[config.mk]
export PLATFORM = sky130hd
export DESIGN_NAME = av_sync_frame_pacer_flat
export DESIGN_NICKNAME = d
export VERILOG_FILES = /design/src/avsfp_pkg.sv /design/src/avsfp_if.sv /design/src/avsfp_div.sv /design/src/avsfp_dp.sv /design/src/avsfp_ctrl.sv /design/src/av_sync_frame_pacer.sv /design/src/flat_wrapper.sv
export SDC_FILE = /design/constraint.sdc
export NUM_CORES = 2
export LEC_CHECK = 0
export BUFFER_PORTS_ARGS = -buffer_cell sky130_fd_sc_hd__buf_2
export CAP_MARGIN = 20
export CORE_MARGIN = 5
export CORE_UTILIZATION = 50
export DETAILED_ROUTE_END_ITERATION = 8
export PLACE_DENSITY = 0.67
export SETUP_SLACK_MARGIN = 0.15
export SLEW_MARGIN = 40
export SYNTH_ARGS = -nofsm -noshare
export SYNTH_HDL_FRONTEND = slang
export SYNTH_SLANG_ARGS = --single-unit
export TNS_END_PERCENT = 100
[constraint.sdc]
create_clock -name i_clk -period 12 [get_ports i_clk]
set_input_delay 2.4 -clock i_clk [delete_from_list [all_inputs] [get_ports i_clk]]
set_output_delay 2.4 -clock i_clk [all_outputs]
set_load 0.03 [all_outputs]
[src/avsfp_pkg.sv]
// Package with the shared types and constants of the frame pacer.
`default_nettype none
package avsfp_pkg;

    localparam int IN_TIME_W   = 40;
    localparam int PTS_W       = 32;
    localparam int QUEUE_W     = 16;
    localparam int SLEEP_W     = 18;
    localparam int FRAME_W     = 10;
    localparam int SPEED_W     = 10;
    localparam int OFFSET_W    = 11;
    localparam int CFG_INDEX_W = 2;
    localparam int CFG_DATA_W  = 11;

    localparam logic [CFG_INDEX_W-1:0] CFG_FRAME_TIME = 2'd0;
    localparam logic [CFG_INDEX_W-1:0] CFG_SPEED      = 2'd1;
    localparam logic [CFG_INDEX_W-1:0] CFG_AV_OFFSET  = 2'd2;
    localparam logic [CFG_INDEX_W-1:0] CFG_LIVE_MODE  = 2'd3;

    localparam logic [FRAME_W-1:0] FRAME_TIME_RESET = 10'd40;
    localparam logic [SPEED_W-1:0] SPEED_RESET      = 10'd100;

    localparam int PERCENT      = 100;
    localparam int INTERVAL_TOL = 5;
    localparam int DRIFT_LARGE  = 500;
    localparam int DRIFT_MID    = 50;
    localparam int DRIFT_SMALL  = 30;

    localparam int PERIOD_W      = 17;
    localparam int DIV_W         = 50;
    localparam int DIVISOR_W     = 10;
    localparam int DIV_STEP_W    = 5;
    localparam int SYS_QUOT_W    = 44;
    localparam logic [DIV_STEP_W-1:0] DIV_STEPS_SYS    = DIV_STEP_W'(DIV_W / 2);
    localparam logic [DIV_STEP_W-1:0] DIV_STEPS_PERIOD = 5'd9;

    typedef struct packed {
        logic        [IN_TIME_W-1:0] now_ms;
        logic signed [PTS_W-1:0]     audio_pts;
        logic signed [PTS_W-1:0]     video_pts;
        logic        [QUEUE_W-1:0]   audio_packets_queued;
        logic        [QUEUE_W-1:0]   video_packets_queued;
        logic signed [PTS_W-1:0]     start_pts;
        logic        [IN_TIME_W-1:0] start_tick;
    } t_in_item;

    typedef struct packed {
        logic        [SLEEP_W-1:0] sleep_ms;
        logic signed [PTS_W-1:0]   sync_diff;
        logic                      play_completed;
        logic                      completed_event;
    } t_out_item;

    typedef struct packed {
        logic [CFG_INDEX_W-1:0] index;
        logic [CFG_DATA_W-1:0]  value;
    } t_cfg_item;

    typedef struct packed {
        logic load;
        logic div_start;
        logic div_sys;
        logic cap_period;
        logic calc_drift;
        logic adjust;
        logic out_load;
    } t_cmd;

    typedef struct packed {
        logic div_busy;
    } t_status;

endpackage
`default_nettype wire

[src/avsfp_if.sv]
// Valid/ready channel interfaces for the input, result and configuration transfers.
`default_nettype none
interface avsfp_in_if;
    logic                valid;
    logic                ready;
    avsfp_pkg::t_in_item data;
    modport source (output valid, output data, input ready);
    modport sink (input valid, input data, output ready);
endinterface

interface avsfp_out_if;
    logic                 valid;
    logic                 ready;
    avsfp_pkg::t_out_item data;
    modport source (output valid, output data, input ready);
    modport sink (input valid, input data, output ready);
endinterface

interface avsfp_cfg_if;
    logic                 valid;
    logic                 ready;
    avsfp_pkg::t_cfg_item data;
    modport source (output valid, output data, input ready);
    modport sink (input valid, input data, output ready);
endinterface
`default_nettype wire

[src/avsfp_div.sv]
// Unsigned restoring divider that retires two quotient bits per cycle.
`default_nettype none
module avsfp_div (
    input  wire logic                                  i_clk,
    input  wire logic                                  i_rst_n,
    input  wire logic                                  i_start,
    input  wire logic [avsfp_pkg::DIV_W-1:0]           i_dividend,
    input  wire logic [avsfp_pkg::DIVISOR_W-1:0]       i_divisor,
    input  wire logic [avsfp_pkg::DIV_STEP_W-1:0]      i_steps,
    output logic                                       o_busy,
    output logic [avsfp_pkg::DIV_W-1:0]                o_quot
);
    localparam int DW = avsfp_pkg::DIVISOR_W;
    localparam int NW = avsfp_pkg::DIV_W;

    logic [avsfp_pkg::DIV_STEP_W-1:0] r_cnt, n_cnt;
    logic [NW-1:0] r_num, n_num;
    logic [NW-1:0] r_quot, n_quot;
    logic [DW-1:0] r_rem, n_rem;
    logic [DW-1:0] r_div;
    logic [DW:0]   trial1, trial2;
    logic [DW-1:0] rem1;
    logic          q1, q2;

    always_comb begin
        trial1 = {r_rem, r_num[NW-1]};
        q1     = trial1 >= {1'b0, r_div};
        rem1   = q1 ? DW'(trial1 - {1'b0, r_div}) : trial1[DW-1:0];
        trial2 = {rem1, r_num[NW-2]};
        q2     = trial2 >= {1'b0, r_div};
        n_rem  = q2 ? DW'(trial2 - {1'b0, r_div}) : trial2[DW-1:0];
        n_num  = {r_num[NW-3:0], 2'b00};
        n_quot = {r_quot[NW-3:0], q1, q2};
        n_cnt  = r_cnt - 1'b1;
    end

    always_ff @(posedge i_clk) begin
        if (!i_rst_n) begin
            r_cnt <= '0;
        end else if (i_start) begin
            r_cnt <= i_steps;
        end else if (o_busy) begin
            r_cnt <= n_cnt;
        end
    end

    always_ff @(posedge i_clk) begin
        if (i_start) begin
            r_num  <= i_dividend;
            r_div  <= i_divisor;
            r_rem  <= '0;
            r_quot <= '0;
        end else if (o_busy) begin
            r_num  <= n_num;
            r_rem  <= n_rem;
            r_quot <= n_quot;
        end
    end

    assign o_busy = r_cnt != '0;
    assign o_quot = r_quot;
endmodule
`default_nettype wire

[src/avsfp_dp.sv]
// Datapath of the frame pacer: configuration, pacing state, arithmetic and result register.
`default_nettype none
module avsfp_dp #(
    parameter int IDLE_FRAMES = 10
) (
    input  wire logic                                  i_clk,
    input  wire logic                                  i_rst_n,
    input  wire avsfp_pkg::t_cmd                       i_cmd,
    output avsfp_pkg::t_status                         o_status,
    input  wire avsfp_pkg::t_in_item                   i_in_data,
    input  wire logic                                  i_cfg_we,
    input  wire avsfp_pkg::t_cfg_item                  i_cfg_data,
    output avsfp_pkg::t_out_item                       o_out_data
);
    localparam int IDLE_W = $clog2(IDLE_FRAMES + 1);
    localparam int TW     = avsfp_pkg::IN_TIME_W;
    localparam int PW     = avsfp_pkg::PERIOD_W;
    localparam int SW     = avsfp_pkg::SLEEP_W;

    function automatic logic signed [31:0] sat32(input logic signed [47:0] v);
        logic signed [31:0] res;
        if (v > 48'sh0000_7FFF_FFFF) begin
            res = 32'sh7FFF_FFFF;
        end else if (v < -48'sh0000_8000_0000) begin
            res = -32'sh8000_0000;
        end else begin
            res = v[31:0];
        end
        return res;
    endfunction

    logic [avsfp_pkg::FRAME_W-1:0]         r_frame_time;
    logic [avsfp_pkg::SPEED_W-1:0]         r_speed;
    logic signed [avsfp_pkg::OFFSET_W-1:0] r_offset;
    logic                                  r_live;

    logic [31:0]      r_seen_apts, r_seen_vpts;
    logic [IDLE_W-1:0] r_idle, n_idle;
    logic             r_flag, n_flag, n_event, r_event;
    logic [TW-1:0]    r_last_tick;
    logic [SW-1:0]    r_sleep, n_sleep;

    logic signed [31:0] r_apts, r_spts, r_interval, r_drift, n_drift;
    logic signed [32:0] r_vo;
    logic               r_vneg, r_neg;
    logic [TW-1:0]      r_mag, n_mag;
    logic [avsfp_pkg::DIV_W-1:0] r_prod;
    logic [PW-1:0]      r_period;
    avsfp_pkg::t_out_item r_out;

    logic [avsfp_pkg::SPEED_W-1:0]  speed_eff;
    logic [PW-1:0]                  period_num;
    logic signed [TW:0]             delta, ival;
    logic [avsfp_pkg::DIV_W-1:0]    div_dividend;
    logic [avsfp_pkg::DIVISOR_W-1:0] div_divisor;
    logic [avsfp_pkg::DIV_STEP_W-1:0] div_steps;
    logic [avsfp_pkg::DIV_W-1:0]    div_quot;
    logic                           div_busy;
    logic signed [45:0]             sys_q;
    logic signed [47:0]             sys_diff, aud_diff;
    logic signed [33:0]             idiff;
    logic signed [3:0]              adj;
    logic signed [20:0]             s_adj, s_limit;

    assign speed_eff  = (r_speed == '0) ? avsfp_pkg::SPEED_W'(1) : r_speed;
    assign period_num = PW'(r_frame_time) * PW'(avsfp_pkg::PERCENT);

    always_comb begin
        if (i_cmd.div_sys) begin
            div_dividend = r_prod;
            div_divisor  = avsfp_pkg::DIVISOR_W'(avsfp_pkg::PERCENT);
            div_steps    = avsfp_pkg::DIV_STEPS_SYS;
        end else begin
            div_dividend = {1'b0, period_num, {(avsfp_pkg::DIV_W - PW - 1){1'b0}}};
            div_divisor  = speed_eff;
            div_steps    = avsfp_pkg::DIV_STEPS_PERIOD;
        end
    end

    avsfp_div u_div (
        .i_clk      (i_clk),
        .i_rst_n    (i_rst_n),
        .i_start    (i_cmd.div_start),
        .i_dividend (div_dividend),
        .i_divisor  (div_divisor),
        .i_steps    (div_steps),
        .o_busy     (div_busy),
        .o_quot     (div_quot)
    );

    assign o_status.div_busy = div_busy;

    always_ff @(posedge i_clk) begin
        if (!i_rst_n) begin
            r_frame_time <= avsfp_pkg::FRAME_TIME_RESET;
            r_speed      <= avsfp_pkg::SPEED_RESET;
            r_offset     <= '0;
            r_live       <= 1'b0;
        end else if (i_cfg_we) begin
            unique case (i_cfg_data.index)
                avsfp_pkg::CFG_FRAME_TIME: begin
                    r_frame_time <= i_cfg_data.value[avsfp_pkg::FRAME_W-1:0];
                end
                avsfp_pkg::CFG_SPEED: begin
                    r_speed <= i_cfg_data.value[avsfp_pkg::SPEED_W-1:0];
                end
                avsfp_pkg::CFG_AV_OFFSET: begin
                    r_offset <= $signed(i_cfg_data.value[avsfp_pkg::OFFSET_W-1:0]);
                end
                avsfp_pkg::CFG_LIVE_MODE: begin
                    r_live <= i_cfg_data.value[0];
                end
                default: begin
                end
            endcase
        end
    end

    always_comb begin
        n_idle  = r_idle;
        n_flag  = r_flag;
        n_event = 1'b0;
        if (r_seen_apts != i_in_data.audio_pts || r_seen_vpts != i_in_data.video_pts) begin
            n_idle = '0;
            n_flag = 1'b0;
        end else if (i_in_data.audio_packets_queued == '0
                     && i_in_data.video_packets_queued == '0
                     && r_idle < IDLE_W'(IDLE_FRAMES)) begin
            n_idle = r_idle + 1'b1;
            if (n_idle == IDLE_W'(IDLE_FRAMES)) begin
                n_flag  = 1'b1;
                n_event = 1'b1;
            end
        end
        delta = $signed({1'b0, i_in_data.now_ms}) - $signed({1'b0, i_in_data.start_tick});
        n_mag = delta[TW] ? TW'(-delta) : delta[TW-1:0];
        ival  = $signed({1'b0, i_in_data.now_ms}) - $signed({1'b0, r_last_tick});
    end

    always_ff @(posedge i_clk) begin
        if (!i_rst_n) begin
            r_seen_apts <= '0;
            r_seen_vpts <= '0;
            r_idle      <= '0;
            r_flag      <= 1'b0;
            r_last_tick <= '0;
        end else if (i_cmd.load) begin
            r_seen_apts <= i_in_data.audio_pts;
            r_seen_vpts <= i_in_data.video_pts;
            r_idle      <= n_idle;
            r_flag      <= n_flag;
            r_last_tick <= i_in_data.now_ms;
        end
    end

    always_ff @(posedge i_clk) begin
        r_prod <= avsfp_pkg::DIV_W'(r_mag * speed_eff);
        if (i_cmd.load) begin
            r_event    <= n_event;
            r_apts     <= i_in_data.audio_pts;
            r_spts     <= i_in_data.start_pts;
            r_vo       <= 33'(i_in_data.video_pts) + 33'(r_offset);
            r_vneg     <= i_in_data.video_pts[31];
            r_neg      <= delta[TW];
            r_mag      <= n_mag;
            r_interval <= sat32(48'(ival));
        end
        if (i_cmd.cap_period) begin
            r_period <= div_quot[PW-1:0];
        end
        if (i_cmd.calc_drift) begin
            r_drift <= n_drift;
        end
        if (i_cmd.out_load) begin
            r_out.sleep_ms        <= r_live ? '0 : r_sleep;
            r_out.sync_diff       <= r_drift;
            r_out.play_completed  <= r_flag;
            r_out.completed_event <= r_event;
        end
    end

    always_comb begin
        sys_q    = r_neg ? -$signed({2'b00, div_quot[avsfp_pkg::SYS_QUOT_W-1:0]})
                         : $signed({2'b00, div_quot[avsfp_pkg::SYS_QUOT_W-1:0]});
        sys_diff = 48'(r_spts) + 48'(sys_q) - 48'(r_vo);
        aud_diff = 48'(r_apts) - 48'(r_vo);
        n_drift  = sat32((r_apts > 32'sd0) ? aud_diff : sys_diff);
    end

    always_comb begin
        idiff = 34'(r_interval) - $signed({17'b0, r_period});
        adj   = '0;
        if (idiff > 34'(avsfp_pkg::INTERVAL_TOL)) begin
            adj = adj - 4'sd1;
        end
        if (idiff < 34'(-avsfp_pkg::INTERVAL_TOL)) begin
            adj = adj + 4'sd1;
        end
        if (!r_vneg) begin
            priority if (r_drift > 32'(avsfp_pkg::DRIFT_LARGE)) begin
                adj = adj - 4'sd3;
            end else if (r_drift > 32'(avsfp_pkg::DRIFT_MID)) begin
                adj = adj - 4'sd2;
            end else if (r_drift > 32'(avsfp_pkg::DRIFT_SMALL)) begin
                adj = adj - 4'sd1;
            end else if (r_drift < 32'(-avsfp_pkg::DRIFT_LARGE)) begin
                adj = adj + 4'sd3;
            end else if (r_drift < 32'(-avsfp_pkg::DRIFT_MID)) begin
                adj = adj + 4'sd2;
            end else if (r_drift < 32'(-avsfp_pkg::DRIFT_SMALL)) begin
                adj = adj + 4'sd1;
            end else begin
            end
        end
        s_adj   = $signed({3'b000, r_sleep}) + 21'(adj);
        s_limit = $signed({3'b000, r_period, 1'b0});
        if (s_adj > s_limit) begin
            s_adj = s_limit;
        end
        if (s_adj < 21'sd0) begin
            s_adj = '0;
        end
        n_sleep = s_adj[SW-1:0];
    end

    always_ff @(posedge i_clk) begin
        if (!i_rst_n) begin
            r_sleep <= SW'(avsfp_pkg::FRAME_TIME_RESET);
        end else if (i_cmd.adjust) begin
            r_sleep <= n_sleep;
        end
    end

    assign o_out_data = r_out;
endmodule
`default_nettype wire

[src/avsfp_ctrl.sv]
// Controller state machine that sequences one frame through the datapath.
`default_nettype none
module avsfp_ctrl (
    input  wire logic               i_clk,
    input  wire logic               i_rst_n,
    input  wire logic               i_in_valid,
    output logic                    o_in_ready,
    output logic                    o_out_valid,
    input  wire logic               i_out_ready,
    input  wire avsfp_pkg::t_status i_status,
    output avsfp_pkg::t_cmd         o_cmd
);
    typedef enum logic [5:0] {
        S_IDLE = 6'b000001,
        S_DIVP = 6'b000010,
        S_DIVS = 6'b000100,
        S_SYNC = 6'b001000,
        S_ADJ  = 6'b010000,
        S_OUT  = 6'b100000
    } t_state;

    t_state r_state, n_state;
    logic   r_out_valid;

    always_comb begin
        n_state = r_state;
        o_cmd   = '0;
        unique case (r_state)
            S_IDLE: begin
                if (i_in_valid) begin
                    o_cmd.load      = 1'b1;
                    o_cmd.div_start = 1'b1;
                    n_state         = S_DIVP;
                end
            end
            S_DIVP: begin
                if (!i_status.div_busy) begin
                    o_cmd.cap_period = 1'b1;
                    o_cmd.div_start  = 1'b1;
                    o_cmd.div_sys    = 1'b1;
                    n_state          = S_DIVS;
                end
            end
            S_DIVS: begin
                if (!i_status.div_busy) begin
                    n_state = S_SYNC;
                end
            end
            S_SYNC: begin
                o_cmd.calc_drift = 1'b1;
                n_state          = S_ADJ;
            end
            S_ADJ: begin
                o_cmd.adjust = 1'b1;
                n_state      = S_OUT;
            end
            S_OUT: begin
                if (!r_out_valid || i_out_ready) begin
                    o_cmd.out_load = 1'b1;
                    n_state        = S_IDLE;
                end
            end
            default: begin
                n_state = S_IDLE;
            end
        endcase
    end

    always_ff @(posedge i_clk) begin
        if (!i_rst_n) begin
            r_state     <= S_IDLE;
            r_out_valid <= 1'b0;
        end else begin
            r_state <= n_state;
            if (o_cmd.out_load) begin
                r_out_valid <= 1'b1;
            end else if (i_out_ready) begin
                r_out_valid <= 1'b0;
            end
        end
    end

    assign o_in_ready  = r_state == S_IDLE;
    assign o_out_valid = r_out_valid;
endmodule
`default_nettype wire

[src/av_sync_frame_pacer.sv]
// Top level of the audio-video frame pacer.
//
// Each input transfer describes one rendered frame; the block returns one result
// transfer with the sleep time, the measured drift and the end-of-playback flags.
// A frame occupies the block until its result is loaded into the output register, plus
// any wait for that register. Its sequence uses one shared divider retiring two quotient
// bits per cycle, which runs 9 steps for the speed-scaled frame period and 25 steps for the system clock.
// A finished result waits in the output register while the next frame is accepted.
// Configuration writes are always accepted and should be issued while no frame is
// in flight.
`default_nettype none
module av_sync_frame_pacer #(
    parameter int IDLE_FRAMES = 10
) (
    input  wire logic   i_clk,
    input  wire logic   i_rst_n,
    avsfp_in_if.sink    i_in,
    avsfp_out_if.source o_out,
    avsfp_cfg_if.sink   i_cfg
);
    avsfp_pkg::t_cmd    cmd;
    avsfp_pkg::t_status status;

    assign i_cfg.ready = 1'b1;

    avsfp_ctrl u_ctrl (
        .i_clk       (i_clk),
        .i_rst_n     (i_rst_n),
        .i_in_valid  (i_in.valid),
        .o_in_ready  (i_in.ready),
        .o_out_valid (o_out.valid),
        .i_out_ready (o_out.ready),
        .i_status    (status),
        .o_cmd       (cmd)
    );

    avsfp_dp #(
        .IDLE_FRAMES (IDLE_FRAMES)
    ) u_dp (
        .i_clk      (i_clk),
        .i_rst_n    (i_rst_n),
        .i_cmd      (cmd),
        .o_status   (status),
        .i_in_data  (i_in.data),
        .i_cfg_we   (i_cfg.valid && i_cfg.ready),
        .i_cfg_data (i_cfg.data),
        .o_out_data (o_out.data)
    );

    a_div_start_idle: assert property (@(posedge i_clk) disable iff (!i_rst_n)
        cmd.div_start |-> !status.div_busy)
        else $error("divider restarted while busy");

    a_load_starts_div: assert property (@(posedge i_clk) disable iff (!i_rst_n)
        cmd.load |=> status.div_busy)
        else $error("divider not running after frame load");

    a_out_free: assert property (@(posedge i_clk) disable iff (!i_rst_n)
        cmd.out_load |-> (!o_out.valid || o_out.ready))
        else $error("result register overwritten before transfer");

    a_event_flag: assert property (@(posedge i_clk) disable iff (!i_rst_n)
        (o_out.valid && o_out.data.completed_event) |-> o_out.data.play_completed)
        else $error("completion event without completion flag");
endmodule
`default_nettype wire
[src/flat_wrapper.sv]
// flat-port wrapper written by rule: the top's interface ports become plain ports
module av_sync_frame_pacer_flat 
#(
    parameter int IDLE_FRAMES = 10
)
  (i_clk, i_rst_n, i_in_valid, i_in_data, i_in_ready, o_out_valid, o_out_data, o_out_ready, i_cfg_valid, i_cfg_data, i_cfg_ready);
  avsfp_in_if i_in_i ();
  avsfp_out_if o_out_i ();
  avsfp_cfg_if i_cfg_i ();
  input  wire logic i_clk;
  input  wire logic i_rst_n;
  input wire logic [$bits(i_in_i.valid)-1:0] i_in_valid;
  input wire logic [$bits(i_in_i.data)-1:0] i_in_data;
  output wire logic [$bits(i_in_i.ready)-1:0] i_in_ready;
  output wire logic [$bits(o_out_i.valid)-1:0] o_out_valid;
  output wire logic [$bits(o_out_i.data)-1:0] o_out_data;
  input wire logic [$bits(o_out_i.ready)-1:0] o_out_ready;
  input wire logic [$bits(i_cfg_i.valid)-1:0] i_cfg_valid;
  input wire logic [$bits(i_cfg_i.data)-1:0] i_cfg_data;
  output wire logic [$bits(i_cfg_i.ready)-1:0] i_cfg_ready;
  assign i_in_i.valid = i_in_valid;
  assign i_in_i.data = i_in_data;
  assign i_in_ready = i_in_i.ready;
  assign o_out_valid = o_out_i.valid;
  assign o_out_data = o_out_i.data;
  assign o_out_i.ready = o_out_ready;
  assign i_cfg_i.valid = i_cfg_valid;
  assign i_cfg_i.data = i_cfg_data;
  assign i_cfg_ready = i_cfg_i.ready;
  av_sync_frame_pacer #(.IDLE_FRAMES(IDLE_FRAMES)) u_core (.i_clk(i_clk), .i_rst_n(i_rst_n), .i_in(i_in_i), .o_out(o_out_i), .i_cfg(i_cfg_i));
endmodule
==> summary.md <==
| Metric | Value |
|---|---|
| Status | finished clean |
| Crit-path max FO | 18 |
| Yosys warnings | 0 |
| Detailed Place HPWL | 116000 um |
| Compound-Gate Fraction of Synth Area | 16.8% |
| RSZ-0062 raised after global routing | false |
| Met2 usage | 39.6% |
| Register area share after synthesis | 30.3% |
| Number of remaining DRC errors | 0 |
| Met3 GRT Util | 5.73% |
| Adder-Cell Fraction of Synth Area | 23.8% |
| R2R Path Start | u_core.u_dp.r_period[0] |
| DRT antenna net count | 0 |
| Critical path class | reg2reg |
| Final wirelength | 147000 um |
| Max stage delay cell, worst path | or4b_2 |
| Wire length per cell | 20.3 um |
| Die ar. | 109000 um^2 |
| Die Y-Extent | 330 um |
| Hold WS | 0.420 ns |
| Clock root cell | clkbuf_16 |
| Crit. End Element | flop |
| Slowest stage delay, CP | 0.64 ns |
| Critical path launch point type | flop |
| Final Hold Viols | 0 |
| GR Layer Usage met1 | 39.5% |
| # rows | 117 |
| Synth Area in XOR/XNOR | 6.84% |
| PD cells | 234 nW/um^2 |
| Min-Delay Path Class | reg2reg |
| Crit path top cell by count | ha_1 |
| Setup Buffers After CTS | 0 |
| CTS Sinks | 608 |
| Gr busiest metal | met2 |
| Largest net degree at the start of global routing | 80 |
| Post-synthesis cell type count | 92 |
| Post-synthesis register bit count | 608 |
| Max cap viols | 0 |
| Die W | 330 um |
| Nets | 6776 |
| Total gr overflow | 0 |
| Worst R2R Path Depth | 36 |
| Crit path launch | u_core.u_dp.r_period[0] |
| Initial antenna violation count | 11 |
| Relative slew margins | 42.7% |
| Max Clock Skew | 0.0480 ns |
| Critical hold path startpoint | u_core.u_dp.r_event |
| Clk slew on worst S/H paths | 0.06 ns |
| Drt pass-1 iters | 5 |
| Routability congestion estimate | 0.918 |
| Hold Crit Depth | 0 |
| Vias in the first global route | 40007 |
| Worst Path Arrival | 10.86 ns |
| Post-route minimum period | 10.36 ns |
| Iter 0 DRT Violations | 3534 |
| Post-synth EDFFs | 333 |
| First-pass GRT wire length | 228000 um |
| CP bufs+invs | 2 |
| Synthesized Nets | 6612 |
| Initial Util | 50.3% |
| PortBufs | 279 |
| Final worst path period share | 86.3% |
| Slew Viols, Final | 0 |
| Total Power | 13.2 mW |
| Reg-to-reg slack, setup | 1.64 ns |
| CTS tree | built |
| Core ar. | 102000 um^2 |
| # hold bufs at CTS | 0 |
| Data required time at the worst endpoint | 12.50 ns |
| Leak | 24.9 nW |
| Multiplexer share of the synthesized area | 0.915% |
| Async SR Flop Fraction | 0% |
| Gr usage total | 26.7% |
| RR Endpoint | u_core.u_dp.r_sleep[3] |
| Clock latency on the worst-skew pair | 0.68 ns |
| VDD IR-drop max | 0.000160 V |
| Setup Viol. Count Final | 0 |
| Design area | 56500 um^2 |
| Slew @ Worst Pin | 0.847 ns |
| Synthesized area | 51100 um^2 |
| Post-layout util | 55.6% |
| Mean Syn Cell Area | 9.08 um^2 |
| Share of layout cells above drive strength 1 | 9.03% |
| Worst hold endpoint | u_core.u_dp.o_out_data[0] |
| CTS H-tree lvls | 3 |
| Num CTS Buffers | 75 |
| Post-Place Cell Area | 53700 um^2 |
| Peak Freq | 96.6 MHz |
| CTS resizes | 0 |
| Synthesis-to-finish area growth | 10.6% |
| Setup TNS | 0 ns |
| DR vias | 41628 |
| Post-Synth Simple-Gate Area | 15.6% |
| CP delay by family, top | compound AO/OA/AOI/OAI gates |
| Largest family of logic cells by synthesized area | adder cells |
| CTS Buffer Depth | 3 |
| IO Count | 281 |
| Vias/cell | 5.76 |
| Syn Inst Count | 5632 |
| Ys flop type | edfxtp_1 |
## power breakdown
part | leakage (nW) | total [mW] | switching [mW] | internal (mW)
Clock | 1.33 | 2.50 | 0.974 | 1.52
Sequential | 5.41 | 2.99 | 0.294 | 2.70
Combinational | 18.1 | 7.75 | 4.59 | 3.15
Total | 24.9 | 13.2 | 5.86 | 7.37
## Yosys cell counts, types with 10 or more instances
master,instances,area [um^2]
a21boi_0,19,143
nand2_1,819,3070
clkbuf_1,204,766
nand3b_1,10,75.1
fa_1,361,7230
and3_1,35,219
a311oi_1,13,114
inv_1,538,2020
mux2i_1,34,340
a31oi_1,43,269
o21ai_0,244,1220
edfxtp_1,333,10000
o21a_1,56,420
a22oi_1,16,120
a21o_1,158,1190
nor4_1,64,400
o21ai_1,14,70.1
mux2_2,10,113
a22o_1,77,674
and2_1,56,350
a21oi_1,419,2100
o2111ai_1,10,87.6
a31o_2,10,87.6
nand3_1,66,330
o31ai_1,35,263
o21bai_1,37,278
nor3_1,72,360
nor2b_1,104,651
a211oi_1,46,345
nand2b_1,51,319
o211ai_1,22,165
dfxtp_1,275,5510
ha_1,393,4920
buf_1,14,52.6
xor2_1,157,1380
or3_1,39,244
nand4_1,52,325
xnor2_1,242,2120
a211o_1,14,123
nor2_1,276,1040
or4_1,17,128
o41ai_1,12,105
or2_2,18,113
nor3b_1,14,105
## area by class of cell
| cell class | count | area, um^2 |
|---|---|---|
| Antenna cell | 7 | 17.5 |
| Clock inverter | 44 | 659 |
| Timing Repair Buffer | 317 | 1720 |
| Inverter | 540 | 2040 |
| Tap cell | 1368 | 1710 |
| Sequential cell | 608 | 15500 |
| Clock buffer | 95 | 2070 |
| Multi-Input combinational cell | 4254 | 32800 |
| Fill cell | 9246 | 45100 |
## cell usage in the layout (no fill, tap or decap), types with 51 or more instances in the layout
cell	instances
a22o_1	77
fa_1	361
nand2b_1	51
nor4_1	64
nor3_1	72
xnor2_1	242
ha_1	393
a21o_1	158
xor2_1	157
dfxtp_1	267
o21ai_0	244
buf_2	279
nor2b_1	103
nor2_1	272
nand2_1	818
o21a_1	56
and2_1	55
nand4_1	52
clkbuf_16	77
inv_1	535
nand3_1	66
a21oi_1	419
edfxtp_1	333
## per-layer routing
metal | vias to the layer above | routed length (um)
met3 | 213 | 12600
met1 | 20095 | 68200
met2 | 1477 | 62400
li1 | 19831 | -
met4 | 12 | 3710
met5 | - | 93
## sequential cells by signal, summed over array words and instances (netlist names), 18 cells and up
register,cells
u_core.u_dp.o_out_data,52
u_core.u_dp.r_apts,32
u_core.u_dp.r_drift,32
u_core.u_dp.r_interval,32
u_core.u_dp.r_last_tick,40
u_core.u_dp.r_mag,40
u_core.u_dp.r_prod,50
u_core.u_dp.r_seen_apts,32
u_core.u_dp.r_seen_vpts,32
u_core.u_dp.r_sleep,18
u_core.u_dp.r_spts,32
u_core.u_dp.r_vo,33
u_core.u_dp.u_div.o_quot,44
u_core.u_dp.u_div.r_num,50
## stage by stage
| step | setup slack [ns] | cells |
|---|---|---|
| final | 1.64 | 7233 |
| after global routing | 0.940 | 7226 |
| after detailed placement | 1.68 | 7086 |
| after CTS | 1.63 | 7225 |
| after global placement | 1.80 | 7085 |
| after floorplan | 3.42 | 5632 |
## worst max-delay path by stage
| stage | endpoint | slack, ns | depth (start not counted) |
|---|---|---|---|
| 2_1_floorplan | u_core.u_dp.r_sleep[7] | 3.42 | 36 |
| 4_1_cts | u_core.u_dp.r_sleep[3] | 1.63 | 35 |
| 3_3_place_gp | u_core.u_dp.r_sleep[5] | 1.80 | 35 |
| 5_1_grt | u_core.u_dp.r_sleep[3] | 0.94 | 36 |
| 6_report | u_core.u_dp.r_sleep[3] | 1.64 | 36 |
| 3_5_place_dp | u_core.u_dp.r_sleep[3] | 1.68 | 35 |
## kinds of logic after synthesis
logic type | after synthesis
AO/OA/AOI/OAI | 1332
flip-flops | 608
buffers and inverters | 770
multiplexers | 45
XOR/XNOR | 399
AND/OR/NAND/NOR | 1723
other | 1
adder cells (fa/ha/maj) | 754
(Power assumes the default switching activity.)
